==> src/sv/bfbc_pkg.sv <==
package bfbc_pkg;

  localparam int VALUE_W     = 64;
  localparam int WORD_W      = 63;
  localparam int CNT_W       = 4;
  localparam int NUM_COLS    = 8;
  localparam int COL_W       = 8;
  localparam int CFG_W       = 64;
  localparam int CFG_IDX_W   = 2;
  localparam int FIELD_W     = WORD_W + CNT_W + NUM_COLS * COL_W;
  localparam int OUT_TDATA_W = ((FIELD_W + 7) / 8) * 8;

  localparam logic [10:0] EXP_BIAS    = 11'd1023;
  localparam logic [5:0]  HIDDEN_SPAN = 6'd53;
  localparam logic [5:0]  MANT_TOP    = 6'd52;

  // Register indexes of the configuration port.
  localparam logic [CFG_IDX_W-1:0] CFG_LOWER_BOUND = 2'd0;
  localparam logic [CFG_IDX_W-1:0] CFG_DEC_WIDTH   = 2'd1;
  localparam logic [CFG_IDX_W-1:0] CFG_WHOLE_WIDTH = 2'd2;

  typedef struct packed {
    logic        sgn;
    logic [63:0] mag;
    logic [63:0] frac;
  } split_t;

  typedef struct packed {
    logic        sgn;
    logic [63:0] offs;
    logic [63:0] frac;
  } offset_t;

  typedef struct packed {
    logic [WORD_W-1:0] word;
    logic [CNT_W-1:0]  cnt;
  } packed_t;

  typedef struct packed {
    logic [NUM_COLS-1:0][COL_W-1:0] cols;
    logic [CNT_W-1:0]               cnt;
    logic [WORD_W-1:0]              word;
  } result_t;

endpackage

==> src/sv/bounded_float_byte_column_encoder.sv <==
// Bounded float byte column encoder.
// Input stream s_axis_*: one IEEE double bit pattern per transaction.
// Output stream m_axis_*: one packed result per input transaction, in order.
// The configuration port writes lower_bound, dec_width and whole_width; write
// it only while no transaction is in flight.
// Four register stages: mantissa split, offset add, field packing, byte
// column slicing. One transaction per cycle is sustained while m_axis_tready
// stays high, set by the per-stage registers.
// Each stage holds its item while the next one is full, so a stall on
// m_axis_tready fills the bubbles and then holds s_axis_tready low; no data
// is lost or repeated.
// Reset clears all stage valid flags and returns the registers to
// lower_bound 0, dec_width 0, whole_width 1.
module bounded_float_byte_column_encoder (
  input  logic                                 clk,
  input  logic                                 rst,
  input  logic                                 s_axis_tvalid,
  output logic                                 s_axis_tready,
  // value_bits[63:0]
  input  logic [bfbc_pkg::VALUE_W-1:0]         s_axis_tdata,
  output logic                                 m_axis_tvalid,
  input  logic                                 m_axis_tready,
  // packed_word[62:0], column_count[66:63], col_0[74:67] .. col_7[130:123], zero pad
  output logic [bfbc_pkg::OUT_TDATA_W-1:0]     m_axis_tdata,
  input  logic                                 cfg_wr_en,
  input  logic [bfbc_pkg::CFG_IDX_W-1:0]       cfg_index,
  input  logic [bfbc_pkg::CFG_W-1:0]           cfg_data
);

  logic [63:0]       neg_lower_bound;
  logic [5:0]        dec_width;
  logic [5:0]        whole_width;

  logic              v1, v2, v3;
  logic              r1, r2, r3;
  bfbc_pkg::split_t  d1;
  bfbc_pkg::offset_t d2;
  bfbc_pkg::packed_t d3;
  bfbc_pkg::result_t d4;

  // The lower bound is kept negated so the offset stage needs one adder.
  always_ff @(posedge clk) begin
    if (rst) begin
      neg_lower_bound <= '0;
      dec_width       <= '0;
      whole_width     <= 6'd1;
    end else if (cfg_wr_en) begin
      case (cfg_index)
        bfbc_pkg::CFG_LOWER_BOUND: neg_lower_bound <= 64'd0 - cfg_data;
        bfbc_pkg::CFG_DEC_WIDTH:   dec_width       <= cfg_data[5:0];
        bfbc_pkg::CFG_WHOLE_WIDTH: whole_width     <= cfg_data[5:0];
        default: ;
      endcase
    end
  end

  bfbc_split u_split (
    .clk        (clk),
    .rst        (rst),
    .in_valid   (s_axis_tvalid),
    .in_ready   (s_axis_tready),
    .value_bits (s_axis_tdata),
    .dec_width  (dec_width),
    .out_valid  (v1),
    .out_ready  (r1),
    .out_data   (d1)
  );

  bfbc_offset u_offset (
    .clk             (clk),
    .rst             (rst),
    .in_valid        (v1),
    .in_ready        (r1),
    .in_data         (d1),
    .neg_lower_bound (neg_lower_bound),
    .out_valid       (v2),
    .out_ready       (r2),
    .out_data        (d2)
  );

  bfbc_pack u_pack (
    .clk         (clk),
    .rst         (rst),
    .in_valid    (v2),
    .in_ready    (r2),
    .in_data     (d2),
    .dec_width   (dec_width),
    .whole_width (whole_width),
    .out_valid   (v3),
    .out_ready   (r3),
    .out_data    (d3)
  );

  bfbc_columns u_columns (
    .clk         (clk),
    .rst         (rst),
    .in_valid    (v3),
    .in_ready    (r3),
    .in_data     (d3),
    .whole_width (whole_width),
    .out_valid   (m_axis_tvalid),
    .out_ready   (m_axis_tready),
    .out_data    (d4)
  );

  assign m_axis_tdata = {{(bfbc_pkg::OUT_TDATA_W - bfbc_pkg::FIELD_W){1'b0}}, d4};

endmodule

==> src/sv/bfbc_split.sv <==
module bfbc_split (
  input  logic              clk,
  input  logic              rst,
  input  logic              in_valid,
  output logic              in_ready,
  input  logic [63:0]       value_bits,
  input  logic [5:0]        dec_width,
  output logic              out_valid,
  input  logic              out_ready,
  output bfbc_pkg::split_t  out_data
);

  logic [10:0]      expf;
  logic [63:0]      mant64;
  logic [63:0]      full;
  logic [11:0]      ep;
  logic [11:0]      shl;
  logic [10:0]      ne;
  logic [63:0]      f0;
  bfbc_pkg::split_t data_next;

  always_comb begin
    expf   = value_bits[62:52];
    mant64 = {12'd0, value_bits[51:0]};
    full   = {11'd0, 1'b1, value_bits[51:0]};
    ep     = {1'b0, expf} - {1'b0, bfbc_pkg::EXP_BIAS};
    shl    = ep - {6'd0, bfbc_pkg::MANT_TOP};
    ne     = (bfbc_pkg::EXP_BIAS - 11'd1) - expf;
    f0     = '0;
    data_next.sgn = value_bits[63];
    if (expf >= bfbc_pkg::EXP_BIAS) begin
      // Fraction bits sit below the binary point of the shifted mantissa.
      if (ep >= 12'd52 || dec_width == 6'd0) begin
        data_next.frac = '0;
      end else begin
        data_next.frac = (mant64 << (ep[5:0] + 6'd12)) >> (7'd64 - {1'b0, dec_width});
      end
      if (ep <= 12'd52) begin
        data_next.mag = full >> (bfbc_pkg::MANT_TOP - ep[5:0]);
      end else if (shl >= 12'd64) begin
        data_next.mag = '0;
      end else begin
        data_next.mag = full << shl[5:0];
      end
    end else begin
      if (dec_width <= bfbc_pkg::HIDDEN_SPAN) begin
        f0 = full >> (bfbc_pkg::HIDDEN_SPAN - dec_width);
      end else begin
        f0 = full << (dec_width - bfbc_pkg::HIDDEN_SPAN);
      end
      data_next.frac = (ne >= 11'd64) ? '0 : (f0 >> ne[5:0]);
      data_next.mag  = '0;
    end
  end

  assign in_ready = !out_valid || out_ready;

  always_ff @(posedge clk) begin
    if (rst) begin
      out_valid <= 1'b0;
    end else if (in_ready) begin
      out_valid <= in_valid;
    end
  end

  always_ff @(posedge clk) begin
    if (in_ready && in_valid) begin
      out_data <= data_next;
    end
  end

endmodule

==> src/sv/bfbc_offset.sv <==
module bfbc_offset (
  input  logic              clk,
  input  logic              rst,
  input  logic              in_valid,
  output logic              in_ready,
  input  bfbc_pkg::split_t  in_data,
  input  logic [63:0]       neg_lower_bound,
  output logic              out_valid,
  input  logic              out_ready,
  output bfbc_pkg::offset_t out_data
);

  bfbc_pkg::offset_t data_next;

  // Negative values: -mag - lb = ~mag + (-lb) + 1, so one adder with carry-in.
  always_comb begin
    data_next.sgn  = in_data.sgn;
    data_next.frac = in_data.frac;
    data_next.offs = (in_data.sgn ? ~in_data.mag : in_data.mag) + neg_lower_bound
                     + {63'd0, in_data.sgn};
  end

  assign in_ready = !out_valid || out_ready;

  always_ff @(posedge clk) begin
    if (rst) begin
      out_valid <= 1'b0;
    end else if (in_ready) begin
      out_valid <= in_valid;
    end
  end

  always_ff @(posedge clk) begin
    if (in_ready && in_valid) begin
      out_data <= data_next;
    end
  end

endmodule

==> src/sv/bfbc_pack.sv <==
module bfbc_pack (
  input  logic              clk,
  input  logic              rst,
  input  logic              in_valid,
  output logic              in_ready,
  input  bfbc_pkg::offset_t in_data,
  input  logic [5:0]        dec_width,
  input  logic [5:0]        whole_width,
  output logic              out_valid,
  input  logic              out_ready,
  output bfbc_pkg::packed_t out_data
);

  logic [63:0]       word64;
  logic [63:0]       mask;
  logic [6:0]        ww_ext;
  bfbc_pkg::packed_t data_next;

  always_comb begin
    ww_ext = {1'b0, whole_width};
    mask   = (64'd1 << whole_width) - 64'd1;
    word64 = ({63'd0, in_data.sgn} << (whole_width - 6'd1))
             | (in_data.offs << dec_width) | in_data.frac;
    if (whole_width == 6'd0) begin
      data_next.word = '0;
      data_next.cnt  = '0;
    end else begin
      data_next.word = word64[62:0] & mask[62:0];
      data_next.cnt  = 4'((ww_ext + 7'd7) >> 3);
    end
  end

  assign in_ready = !out_valid || out_ready;

  always_ff @(posedge clk) begin
    if (rst) begin
      out_valid <= 1'b0;
    end else if (in_ready) begin
      out_valid <= in_valid;
    end
  end

  always_ff @(posedge clk) begin
    if (in_ready && in_valid) begin
      out_data <= data_next;
    end
  end

endmodule

==> src/sv/bfbc_columns.sv <==
module bfbc_columns (
  input  logic              clk,
  input  logic              rst,
  input  logic              in_valid,
  output logic              in_ready,
  input  bfbc_pkg::packed_t in_data,
  input  logic [5:0]        whole_width,
  output logic              out_valid,
  input  logic              out_ready,
  output bfbc_pkg::result_t out_data
);

  logic [63:0]       top;
  logic [7:0]        last_mask;
  logic [3:0]        last_idx;
  bfbc_pkg::result_t data_next;

  always_comb begin
    // Left-justify the word so that the full columns are fixed byte slices.
    top       = {1'b0, in_data.word} << (7'd64 - {1'b0, whole_width});
    last_mask = (whole_width[2:0] == 3'd0) ? 8'hFF : ~(8'hFF << whole_width[2:0]);
    last_idx  = in_data.cnt - 4'd1;
    data_next.word = in_data.word;
    data_next.cnt  = in_data.cnt;
    for (int j = 0; j < bfbc_pkg::NUM_COLS; j++) begin
      if (in_data.cnt == 4'd0 || 4'(j) > last_idx) begin
        data_next.cols[j] = '0;
      end else if (4'(j) == last_idx) begin
        data_next.cols[j] = in_data.word[7:0] & last_mask;
      end else begin
        data_next.cols[j] = top[63-8*j -: 8];
      end
    end
  end

  assign in_ready = !out_valid || out_ready;

  always_ff @(posedge clk) begin
    if (rst) begin
      out_valid <= 1'b0;
    end else if (in_ready) begin
      out_valid <= in_valid;
    end
  end

  always_ff @(posedge clk) begin
    if (in_ready && in_valid) begin
      out_data <= data_next;
    end
  end

endmodule
==> config.mk <==
export PLATFORM = sky130hd
export DESIGN_NAME = bounded_float_byte_column_encoder
export DESIGN_NICKNAME = d
export VERILOG_FILES = /design/src/sv/bfbc_pkg.sv /design/src/sv/bounded_float_byte_column_encoder.sv /design/src/sv/bfbc_split.sv /design/src/sv/bfbc_offset.sv /design/src/sv/bfbc_pack.sv /design/src/sv/bfbc_columns.sv
export SDC_FILE = /design/constraint.sdc
export NUM_CORES = 2
export LEC_CHECK = 0
export BUFFER_PORTS_ARGS = -buffer_cell sky130_fd_sc_hd__buf_2
export CAP_MARGIN = 20
export CORE_UTILIZATION = 45
export CTS_CLUSTER_SIZE = 28
export DETAILED_ROUTE_END_ITERATION = 10
export GPL_ROUTABILITY_DRIVEN = 0
export HOLD_SLACK_MARGIN = 0.15
export PLACE_DENSITY = 0.59
export SYNTH_ARGS = -nofsm -noshare
export SYNTH_HDL_FRONTEND = slang
export SYNTH_HIERARCHICAL = 1
export SYNTH_SLANG_ARGS = --single-unit
==> constraint.sdc <==
create_clock -name clk -period 7.4 [get_ports clk]
set_input_delay 0.74 -clock clk [delete_from_list [all_inputs] [get_ports clk]]
set_output_delay 0.74 -clock clk [all_outputs]
set_load 0.005 [all_outputs]
==> results.txt <==
Worst slew pin tran = 1310 ps
Fin. Hold Viols = 0
Post-layout util = 48.4%
Final Net Count = 7338
Initial Util = 45.5%
Post-cts resize count = 0
# clock sinks = 531
Reg2reg start = dec_width[1]
Syn Area/Cell = 8.78 um2
Final Max Slew Viols = 0
CTS Buffer Depth = 3
CTS Hold Buffers Added = 0
Total wire length = 284 mm
Commonest non-fill, non-tap cell in the layout = nor2_1
Pwr Total = 0.0120 W
Crit-path leading delay family = compound AO/OA/AOI/OAI gates
Area Overhead vs Synth = 6.33%
CTS tree = yes
Port Buffers = 266
Max Fclk = 150 MHz
Ports = 273
Critical path data arrival time = 7040 ps
Max cap viols = 0
DRC viols = 1
Reg2reg setup slack = 740 ps
Worst path bufs/invs = 3
Die width = 378 um
Worst Path Max Fanout = 28
Chip height = 378 um
Clock-pin slew on the worst setup and hold paths = 70 ps
CP Class = flip-flop to flip-flop
Reg-to-reg endpoint = u_split/out_data[8]
Min Hold Slack = 269 ps
Synth warn = 6
TNS Setup = 0 ps
Worst R2R Path Depth = 16
Fin crit share = 90.0%
Final Setup Violations = 0
Share of layout cells above drive strength 1 = 18.8%
Initial DRC Count = 12400
Crit path launch type = flip-flop
Clock period minus final worst setup slack = 6660 ps
Vias in the first global route = 59700
CP peak stage delay = 820 ps
CTS Buf Count = 54
Full die area = 143000 um2
Initial antenna violation count = 9
Most frequent cells in the layout = 686 x nor2_1, 684 x nand2_1, 595 x mux2i_1, 469 x a21oi_1, 452 x edfxtp_1
Largest net degree at the start of global routing = 139
Core Area = 140000 um2
CTS HTree Levels = 2
CP required = 7780 ps
RSZ-0062 raised after global routing = no
CTS Root Cell = clkbuf_16
P_leak = 24.7 nW
PD cells = 177 nW/um2
Detail Placement HPWL = 215 mm
Max IR drop VDD = 0.194 mV
DR vias = 65900
Failing checks = DRC
Critical-path top delay cell = a2111oi_0
Worst Hold Class = primary input to flip-flop
Wire length per cell = 31.4 um
Worst Setup EP = u_split/out_data[8]
Netlist area before placement = 63700 um2
First-pass GRT wire length = 411 mm
Routed Antenna Nets = 0
Worst-Skew Late Latency = 660 ps
CP Capture Type = flip-flop
Row Count = 137
1st-pass router iterations = 11
Syn Inst Count = 7256
Final global-route overflow total = 0
Crit path depth = 16
Setup bufs post-CTS = 0
Hold_sp = s_axis_tdata[63]
Worst slew margin = 11.2%
Via density = 7.29
CP cell instances = inv_1, ha_4, buf_4, mux2_2, mux2_2, mux4_2, a22o_1, a21oi_1, nand2b_1, a21oi_1, a2111oi_0, buf_4, mux2i_1, mux2i_1, o22a_1, o31ai_1
Final Skew = 39.0 ps
Status = finished with violations
Crit. Startpoint = dec_width[1]
Tot GR Track Use = 38.2%
-- power by group --
| part | switching (W) | internal (W) | total (W) |
|---|---|---|---|
| clock | 0.00126 | 0.00161 | 0.00287 |
| sequential | 0.000120 | 0.00340 | 0.00352 |
| combinational | 0.00379 | 0.00185 | 0.00564 |
-- metrics by stage --
| stage | area (um2) | setup slack [ps] | cells |
|---|---|---|---|
| 6_report | 67800 | 740 | 9034 |
| 5_1_grt | 67700 | 617 | 9029 |
| 4_1_cts | 67700 | 1010 | 9019 |
| 3_5_place_dp | 65800 | 969 | 8918 |
| 3_3_place_gp | 65800 | 918 | 8916 |
| 2_1_floorplan | 63700 | 565 | 7260 |
-- layout make-up --
class / count / area [um2]
clock buffer: 66 / 1440
fill: 13500 / 72300
antenna: 9 / 22.5
clock inverter: 35 / 402
timing repair buffer: 445 / 2750
multi-input combinational: 5976 / 45300
tap: 1876 / 2350
sequential: 531 / 15200
inverter: 96 / 365
-- state kept, by name, indices dropped and copies added, names as in the netlist --
signal,cells
neg_lower_bound,63
u_offset/out_valid,1
u_pack/out_data,67
u_pack/out_valid,1
u_split/out_valid,1
u_offset/out_data,127
u_columns/out_data,131
u_columns/out_valid,1
u_split/out_data,127
whole_width,6
dec_width,6
-- worst reg2reg max path, stage by stage, from the launching register on --
cell       delay (ps)
dfxtp_4           530
inv_1             420
ha_4              700
buf_4             400
mux2_2            410
mux2_2            330
mux4_2            540
a22o_1            260
a21oi_1           590
nand2b_1          200
a21oi_1            80
a2111oi_0         820
buf_4             240
mux2i_1           100
mux2i_1           400
o22a_1            250
o31ai_1           100
-- worst min-delay path by stage --
stage,slack (ps),end,cells past startpoint
6_report,270,u_split/out_data[128],1
5_1_grt,270,u_split/out_data[128],1
4_1_cts,240,u_split/out_data[128],1
3_5_place_dp,400,u_offset/out_data[24],0
3_3_place_gp,400,u_offset/out_data[58],0
2_1_floorplan,400,u_offset/out_data[0],0
-- metal layers --
metal | wire length [um] | track usage, % | vias up
met2 | 118000 | 56.1 | 5626
met1 | 108000 | 50.4 | 31100
met4 | 21000 | 21.7 | 4
li1 | - | - | 27900
met3 | 37700 | 10.2 | 1220
met5 | 26 | 0.172 | -
Power figures use the tool's default switching activity.
